===== config.mk =====
export PLATFORM = sky130hd
export DESIGN_NAME = coordinate_moving_average_core
export DESIGN_NICKNAME = d
export VERILOG_FILES = /design/src/sv/cma_pkg.sv /design/src/sv/cma_window.sv /design/src/sv/cma_div.sv /design/src/sv/coordinate_moving_average_core.sv
export SDC_FILE = /design/constraint.sdc
export NUM_CORES = 2
export LEC_CHECK = 0
export ABC_AREA = 1
export ABC_CLOCK_PERIOD_IN_PS = 5290
export BUFFER_PORTS_ARGS = -buffer_cell sky130_fd_sc_hd__buf_2
export CAP_MARGIN = 10
export CORE_ASPECT_RATIO = 1.2
export CORE_UTILIZATION = 60
export CTS_BUF_LIST = sky130_fd_sc_hd__clkbuf_8
export CTS_CLUSTER_SIZE = 28
export DETAILED_ROUTE_END_ITERATION = 8
export PLACE_DENSITY = 0.81
export RECOVER_POWER = 100
export SYNTH_ARGS = -nofsm -noshare
export SYNTH_HDL_FRONTEND = slang
export SYNTH_SLANG_ARGS = --single-unit

===== constraint.sdc =====
create_clock -name i_clk -period 5.29 [get_ports i_clk]
set_input_delay 0.2645 -clock i_clk [delete_from_list [all_inputs] [get_ports i_clk]]
set_output_delay 0.2645 -clock i_clk [all_outputs]
set_load 0.01 [all_outputs]

===== src/sv/cma_pkg.sv =====
package cma_pkg;

    localparam int TAG_W             = 8;
    localparam int COORD_W           = 16;
    localparam int DEF_WINDOW_LENGTH = 20;

    localparam logic [TAG_W-1:0]   ACCEPT_TAG = 8'h07;
    localparam logic [COORD_W-1:0] CENTRE_X   = 16'd320;
    localparam logic [COORD_W-1:0] CENTRE_Y   = 16'd240;

    typedef enum logic [1:0] {
        STATUS_IGNORED  = 2'd0,
        STATUS_CENTRED  = 2'd1,
        STATUS_FILTERED = 2'd2
    } t_status;

endpackage


===== src/sv/cma_window.sv =====
module cma_window
    import cma_pkg::*;
#(
    parameter int                 DEPTH       = DEF_WINDOW_LENGTH,
    parameter logic [COORD_W-1:0] RESET_VALUE = CENTRE_X
) (
    input  logic                       i_clk,
    input  logic                       i_rst_n,
    input  logic                       i_wr_en,
    input  logic [$clog2(DEPTH)-1:0]   i_wr_addr,
    input  logic [COORD_W-1:0]         i_wr_data,
    input  logic [$clog2(DEPTH)-1:0]   i_rd_addr,
    output logic [COORD_W-1:0]         o_rd_data
);

    logic [COORD_W-1:0] r_mem [DEPTH];
    logic [DEPTH-1:0]   r_vld;
    logic [COORD_W-1:0] r_rd_data;
    logic               r_rd_vld;

    // entry valid bits, an unwritten entry reads as the reset value
    always_ff @(posedge i_clk) begin
        if (!i_rst_n) begin
            r_vld    <= '0;
            r_rd_vld <= 1'b0;
        end else begin
            if (i_wr_en) begin
                r_vld[i_wr_addr] <= 1'b1;
            end
            r_rd_vld <= r_vld[i_rd_addr];
        end
    end

    always_ff @(posedge i_clk) begin
        if (i_wr_en) begin
            r_mem[i_wr_addr] <= i_wr_data;
        end
        r_rd_data <= r_mem[i_rd_addr];
    end

    assign o_rd_data = r_rd_vld ? r_rd_data : RESET_VALUE;

endmodule


===== src/sv/cma_div.sv =====
module cma_div
    import cma_pkg::*;
#(
    parameter int WINDOW_LENGTH = DEF_WINDOW_LENGTH
) (
    input  logic                                        i_clk,
    input  logic                                        i_en,
    input  logic [COORD_W+$clog2(WINDOW_LENGTH)-1:0]   i_sum,
    output logic [COORD_W-1:0]                          o_quot
);

    localparam int POS_W  = $clog2(WINDOW_LENGTH);
    localparam int SUM_W  = COORD_W + POS_W;
    localparam int SHIFT  = SUM_W + POS_W;
    localparam int MUL_W  = SUM_W + 1;
    localparam int PROD_W = SUM_W + MUL_W;
    // ceil(2^SHIFT / length) gives an exact floor quotient for every sum
    localparam logic [63:0] RECIP_WIDE =
        ((64'd1 << SHIFT) + 64'(WINDOW_LENGTH) - 64'd1) / 64'(WINDOW_LENGTH);
    localparam logic [MUL_W-1:0] RECIP = RECIP_WIDE[MUL_W-1:0];

    logic [PROD_W-1:0] r_prod;

    always_ff @(posedge i_clk) begin
        if (i_en) begin
            r_prod <= PROD_W'(i_sum) * PROD_W'(RECIP);
        end
    end

    assign o_quot = r_prod[SHIFT +: COORD_W];

endmodule


===== src/sv/coordinate_moving_average_core.sv =====
// a result shows on o_m_axis_tvalid once it has passed stages a, b, c and d
// throughput: one transaction per cycle while the output is not stalled; the running-sum
// update is combinational and the divide by the window length is a registered reciprocal multiply
// reset: synchronous active-low i_rst_n empties the pipeline, sets the sums to
// length times the centre, the aim to the centre and the write position to 0
module coordinate_moving_average_core
    import cma_pkg::*;
#(
    parameter int WINDOW_LENGTH = DEF_WINDOW_LENGTH
) (
    input  logic                 i_clk,
    input  logic                 i_rst_n,
    // input report stream
    input  logic                 i_s_axis_tvalid,
    output logic                 o_s_axis_tready,
    input  logic [31:0]          i_s_axis_tdata,   // raw_x [15:0], raw_y [31:16]
    input  logic [TAG_W-1:0]     i_s_axis_tuser,   // packet_tag [7:0]
    // aim result stream
    output logic                 o_m_axis_tvalid,
    input  logic                 i_m_axis_tready,
    output logic [31:0]          o_m_axis_tdata,   // aim_x [15:0], aim_y [31:16]
    output logic [1:0]           o_m_axis_tuser    // aim_status [1:0]
);

    localparam int POS_W = $clog2(WINDOW_LENGTH);
    localparam int SUM_W = COORD_W + POS_W;
    localparam logic [POS_W-1:0] POS_LAST  = POS_W'(WINDOW_LENGTH - 1);
    localparam logic [SUM_W-1:0] X_SUM_RST = SUM_W'(WINDOW_LENGTH * int'(CENTRE_X));
    localparam logic [SUM_W-1:0] Y_SUM_RST = SUM_W'(WINDOW_LENGTH * int'(CENTRE_Y));

    // pipeline: a = input register, b = state updated, c = quotient, d = output

    // stage a
    logic               r_a_vld;
    logic [TAG_W-1:0]   r_a_tag;
    logic [COORD_W-1:0] r_a_x;
    logic [COORD_W-1:0] r_a_y;
    // stage b / c / d status
    logic               r_b_vld;
    t_status            r_b_status;
    logic               r_c_vld;
    t_status            r_c_status;
    logic               r_d_vld;
    t_status            r_d_status;
    // filter state
    logic [POS_W-1:0]   r_pos;
    logic [SUM_W-1:0]   r_x_sum;
    logic [SUM_W-1:0]   r_y_sum;
    logic [COORD_W-1:0] r_aim_x;
    logic [COORD_W-1:0] r_aim_y;

    logic               free_a, free_b, free_c, free_d;
    logic               move_a, move_b, move_c;
    logic               a_hit, a_centre;
    t_status            a_status;
    logic               upd;
    logic [POS_W-1:0]   n_pos;
    logic [SUM_W-1:0]   n_x_sum;
    logic [SUM_W-1:0]   n_y_sum;
    logic [COORD_W-1:0] old_x;
    logic [COORD_W-1:0] old_y;
    logic [COORD_W-1:0] quot_x;
    logic [COORD_W-1:0] quot_y;
    logic [COORD_W-1:0] n_aim_x;
    logic [COORD_W-1:0] n_aim_y;

    // a stage moves on when the next one is empty or moving itself
    assign free_d = !r_d_vld || i_m_axis_tready;
    assign move_c = r_c_vld && free_d;
    assign free_c = !r_c_vld || move_c;
    assign move_b = r_b_vld && free_c;
    assign free_b = !r_b_vld || move_b;
    assign move_a = r_a_vld && free_b;
    assign free_a = !r_a_vld || move_a;

    assign o_s_axis_tready = free_a;

    // classify the report in stage a; the centre marker wins over a window update
    assign a_hit    = (r_a_tag == ACCEPT_TAG);
    assign a_centre = a_hit && ((r_a_x == CENTRE_X) || (r_a_y == CENTRE_Y));

    always_comb begin
        priority if (!a_hit) begin
            a_status = STATUS_IGNORED;
        end else if (a_centre) begin
            a_status = STATUS_CENTRED;
        end else begin
            a_status = STATUS_FILTERED;
        end
    end

    assign upd = move_a && (a_status == STATUS_FILTERED);

    // write position advances only on a filtered update; the window prefetches
    // the entry at the next position so the oldest sample is ready in time
    assign n_pos = !upd ? r_pos : ((r_pos == POS_LAST) ? '0 : r_pos + 1'b1);

    cma_window #(
        .DEPTH       (WINDOW_LENGTH),
        .RESET_VALUE (CENTRE_X)
    ) u_win_x (
        .i_clk     (i_clk),
        .i_rst_n   (i_rst_n),
        .i_wr_en   (upd),
        .i_wr_addr (r_pos),
        .i_wr_data (r_a_x),
        .i_rd_addr (n_pos),
        .o_rd_data (old_x)
    );

    cma_window #(
        .DEPTH       (WINDOW_LENGTH),
        .RESET_VALUE (CENTRE_Y)
    ) u_win_y (
        .i_clk     (i_clk),
        .i_rst_n   (i_rst_n),
        .i_wr_en   (upd),
        .i_wr_addr (r_pos),
        .i_wr_data (r_a_y),
        .i_rd_addr (n_pos),
        .o_rd_data (old_y)
    );

    // running sums: drop the oldest sample, add the new one
    assign n_x_sum = r_x_sum - SUM_W'(old_x) + SUM_W'(r_a_x);
    assign n_y_sum = r_y_sum - SUM_W'(old_y) + SUM_W'(r_a_y);

    // the sum registers hold the value after the item in stage b, since an
    // item can only leave a when b is empty or empties at the same edge
    cma_div #(
        .WINDOW_LENGTH (WINDOW_LENGTH)
    ) u_div_x (
        .i_clk  (i_clk),
        .i_en   (move_b),
        .i_sum  (r_x_sum),
        .o_quot (quot_x)
    );

    cma_div #(
        .WINDOW_LENGTH (WINDOW_LENGTH)
    ) u_div_y (
        .i_clk  (i_clk),
        .i_en   (move_b),
        .i_sum  (r_y_sum),
        .o_quot (quot_y)
    );

    // held aim follows items in order as they enter the output register
    always_comb begin
        unique case (r_c_status)
            STATUS_FILTERED: begin
                n_aim_x = quot_x;
                n_aim_y = quot_y;
            end
            STATUS_CENTRED: begin
                n_aim_x = CENTRE_X;
                n_aim_y = CENTRE_Y;
            end
            default: begin
                n_aim_x = r_aim_x;
                n_aim_y = r_aim_y;
            end
        endcase
    end

    // control and filter state
    always_ff @(posedge i_clk) begin
        if (!i_rst_n) begin
            r_a_vld    <= 1'b0;
            r_b_vld    <= 1'b0;
            r_c_vld    <= 1'b0;
            r_d_vld    <= 1'b0;
            r_b_status <= STATUS_IGNORED;
            r_c_status <= STATUS_IGNORED;
            r_d_status <= STATUS_IGNORED;
            r_pos      <= '0;
            r_x_sum    <= X_SUM_RST;
            r_y_sum    <= Y_SUM_RST;
            r_aim_x    <= CENTRE_X;
            r_aim_y    <= CENTRE_Y;
        end else begin
            if (free_a) begin
                r_a_vld <= i_s_axis_tvalid;
            end
            if (free_b) begin
                r_b_vld <= move_a;
            end
            if (move_a) begin
                r_b_status <= a_status;
            end
            if (free_c) begin
                r_c_vld <= move_b;
            end
            if (move_b) begin
                r_c_status <= r_b_status;
            end
            if (free_d) begin
                r_d_vld <= move_c;
            end
            if (move_c) begin
                r_d_status <= r_c_status;
                r_aim_x    <= n_aim_x;
                r_aim_y    <= n_aim_y;
            end
            r_pos <= n_pos;
            if (upd) begin
                r_x_sum <= n_x_sum;
                r_y_sum <= n_y_sum;
            end
        end
    end

    // input payload register
    always_ff @(posedge i_clk) begin
        if (free_a && i_s_axis_tvalid) begin
            r_a_tag <= i_s_axis_tuser;
            r_a_x   <= i_s_axis_tdata[15:0];
            r_a_y   <= i_s_axis_tdata[31:16];
        end
    end

    assign o_m_axis_tvalid = r_d_vld;
    assign o_m_axis_tdata  = {r_aim_y, r_aim_x};
    assign o_m_axis_tuser  = r_d_status;

endmodule


==> results_dict.tcl <==
set metrics [dict create \
    outcome "complete, but fails checks" \
    violations "capacitance limit, slew limit, setup timing" \
    die_y_um 327 \
    worst_path_max_delay_cell "fa_1" \
    power.internal_uw 11000 \
    cts_max_level 4 \
    maxCapViolations 18 \
    p_per_area_mw_per_mm2 239 \
    cts-root-buf "clkbuf_8" \
    slew_headroom -0.889 \
    period_needed_ps 5490 \
    slowest_delay_ps 560 \
    avgSynthCellArea_um2 10.1 \
    io_buffer_count 79 \
    clock_latency_ps 830 \
    arrival_ps 6060 \
    place_ws_ps -328 \
    ios 80 \
    cp_cell_sequence "buf_4, buf_4, ha_1, fa_1, ha_1, inv_1, fa_1, inv_1, fa_1, fa_1, ha_4, ha_4, a21oi_1, o21a_1, o21ai_1, a21oi_1, nand2_2, buf_4, xor2_1" \
    finalSetupViolCount 27 \
    fin_area_mm2 0.0613 \
    remaining_drc_errors 0 \
    dieArea_mm2 0.0890 \
    cts_buffers 136 \
    yosys.area.top_type "edfxtp_1" \
    synth_edf_count 712 \
    power_leakage_uw 0.0276 \
    endpoint_kind "flip-flop" \
    wirelength_mm 143 \
    vdd_drop_max_uv 248 \
    maxSlewViolCount 434 \
    start_util 0.608 \
    cp_max_fo 4 \
    dp_hpwl_mm 100 \
    grtUsageTotal 0.317 \
    crit_family "adder cells" \
    ys_seq_elements 875 \
    yosys_warnings 0 \
    cts_tree "yes" \
    area_delta_synth_final_pct 16.3 \
    p_sw_uw 3650 \
    tightest_slew_ps 2820 \
    nets 6473 \
    clock-sinks 875 \
    clk_path_buf_depth 3 \
    ys_top_cells_by_count "933 x nand2_1, 824 x inv_1, 712 x edfxtp_1" \
    grt_pass1_wl_mm 215 \
    drtPass1Iterations 6 \
    grt_overflow 0 \
    drive_above_1_share 0.158 \
    pwr-share-comb 0.097 \
    hold_ws_ps 164 \
    clk_pin_slew_ps 70 \
    antenna_left 0 \
    timing.critical_path.buf_inv 5 \
    hold_class "in -> reg" \
    fin_worst_skew_ps 57.3 \
    netlist_instances 5200 \
    syn_area_mm2 0.0527 \
    clockPowerShare 0.383 \
    worst_slack_ps -200 \
    crit_type "reg -> reg" \
    wl_per_cell_um 20.7 \
    clock.fmax_mhz 182 \
    synthArstFlopShare 0 \
    core_area_mm2 0.0867 \
    gp_congestion 0.987 \
    worst-endpoint-required_ps 5860 \
    startpoint_type "flip-flop" \
    switching_share 0.250 \
    vias 39500 \
    yosysUniqueCellTypes 57 \
    synth.top_cell.area_share 0.406 \
    share_seq_of_total_power 0.520 \
    synthFlopType "edfxtp_1" \
    die_w_um 272 \
    viasPerCell 5.71 \
    fin_crit_sh 1.04 \
    r2r_slack_ps -200 \
    grt_start_max_net_pins 195 \
    power_uw 14600 \
    antenna_found_initial 2 \
    rows 118 \
    yosys-top-cells-area "edfxtp_1 41%, fa_1 12%, ha_1 11%" \
    grt_pass1_vias 39900 \
    hold_viol 0 \
    fin_util 0.707 \
    rsz0062_at_grt "yes" \
    synth_fp_nets 5997 \
    drt_iter0_drc 3845 \
    yosysMostFrequentCell "nand2_1" \
    post_dp_cell_area_mm2 0.0567 \
    cp_common_cell "fa_1" \
    ys_seq_area_frac 0.468 \
]
==> area by class of cell <==
cell class	count	area [um2]
Tap cell	1140	1430
Fill cell	5930	25400
Sequential cell	875	24700
Timing Repair Buffer	507	3610
Clock inverter	95	633
Multi-Input combinational cell	3321	25700
Antenna cell	1	2.50
Clock buffer	147	2020
Inverter	835	3140
==> kinds of logic (layout without fill, tap and decap cells) <==
group           after synthesis  in the layout  synth area share
compound gates              717            717            0.0782
fa+ha+maj                   753            753             0.222
flops                       875            875             0.468
xor+xnor                    111            111            0.0186
buf+inv                    1004           1584            0.0780
other cells                   0              1                 0
simple gates               1740           1740             0.135
==> layout by cell type, fill, tap and decap left out, types with 11 or more instances in the layout <==
master and count:
a21o_1 25, a21oi_1 224, a21oi_2 33, a32oi_1 32, buf_2 45, buf_4 306, clkbuf_1 76, clkbuf_2 17
clkbuf_8 147, clkinv_1 26, dfxtp_1 126, dfxtp_2 19, dfxtp_4 18, dlygate4sd3_1 43, edfxtp_1 712, fa_1 291
fa_2 12, ha_1 368, ha_2 11, ha_4 71, inv_1 833, inv_2 38, nand2_1 897, nand2_2 30
nand2_4 13, nand3_1 263, nand4_1 17, nor2_1 433, nor2_2 24, nor3_1 12, o211ai_1 82, o21a_1 15
o21ai_0 187, o21ai_1 57, xnor2_1 31, xor2_1 74
==> power groups by stage <==
stage	Clock (uW)	Sequential (uW)	Combinational [uW]
final	5600	7590	1420
after CTS	5650	7590	1250
after global routing	5930	7590	1540
after global placement	0	7740	1140
after detailed placement	0	7740	1160
after floorplan	0	7770	652
==> per-layer routing <==
metal,track usage,vias to the layer above,wire length [um]
met5,0,-,0
met4,0.188,0,9340
met3,0.0511,565,11000
met2,0.547,1952,70800
met1,0.373,18800,51900
li1,-,18200,-
==> sequential cells by signal (all words and copies together) (netlist names), 2 cells and up <==
| register | cells |
|---|---|
| u_win_x.r_mem | 320 |
| u_win_y.r_mem | 320 |
| r_x_sum | 21 |
| r_y_sum | 21 |
| u_win_x.r_vld | 20 |
| u_win_y.r_vld | 20 |
| r_a_x | 16 |
| r_a_y | 16 |
| r_aim_x | 16 |
| r_aim_y | 16 |
| u_div_x.r_prod | 16 |
| u_div_y.r_prod | 16 |
| u_win_x.r_rd_data | 16 |
| u_win_y.r_rd_data | 16 |
| r_a_tag | 8 |
| r_pos | 5 |
| o_m_axis_tuser | 2 |
| r_b_status | 2 |
| r_c_status | 2 |
==> timing repair <==
| item | 4_1_cts | 5_1_grt |
|---|---|---|
| endpoints found under the setup margin | 31 | 32 |
| hold buffers | 43 | 0 |
| endpoints found under the hold margin | 49 | 0 |
| pin swaps | 42 | 107 |
| buffers inserted | 1 | 8 |
| resized for setup | 147 | 268 |
==> final timing paths <==
kind                       from            endpoint  cells past startpoint
max                 r_x_sum[18]  u_div_x.r_prod[33]                     19
min          i_s_axis_tdata[30]           r_a_y[14]                      2
max reg2reg         r_x_sum[18]  u_div_x.r_prod[33]                     19
min reg2reg          r_aim_y[5]          r_aim_y[5]                      2
==> worst register-to-register path: cells and delay by family, from the launching register on <==
family	cells	cell delay [ps]
DFF	1	330
buffers and inverters	5	590
and+or+nand+nor	1	130
adders and majority gates	8	3200
xor gates and xnor gates	1	130
AOI/OAI and AO/OA	4	870
==> through the flow <==
step                TNS, ps  instances
CTS                   -31.5       6913
floorplan                 0       5200
global placement      -3800       6627
detailed placement    -5380       6627
global route          -5830       6921
finish                 -849       6921
Note: power is estimated with default switching activity, not from simulation.
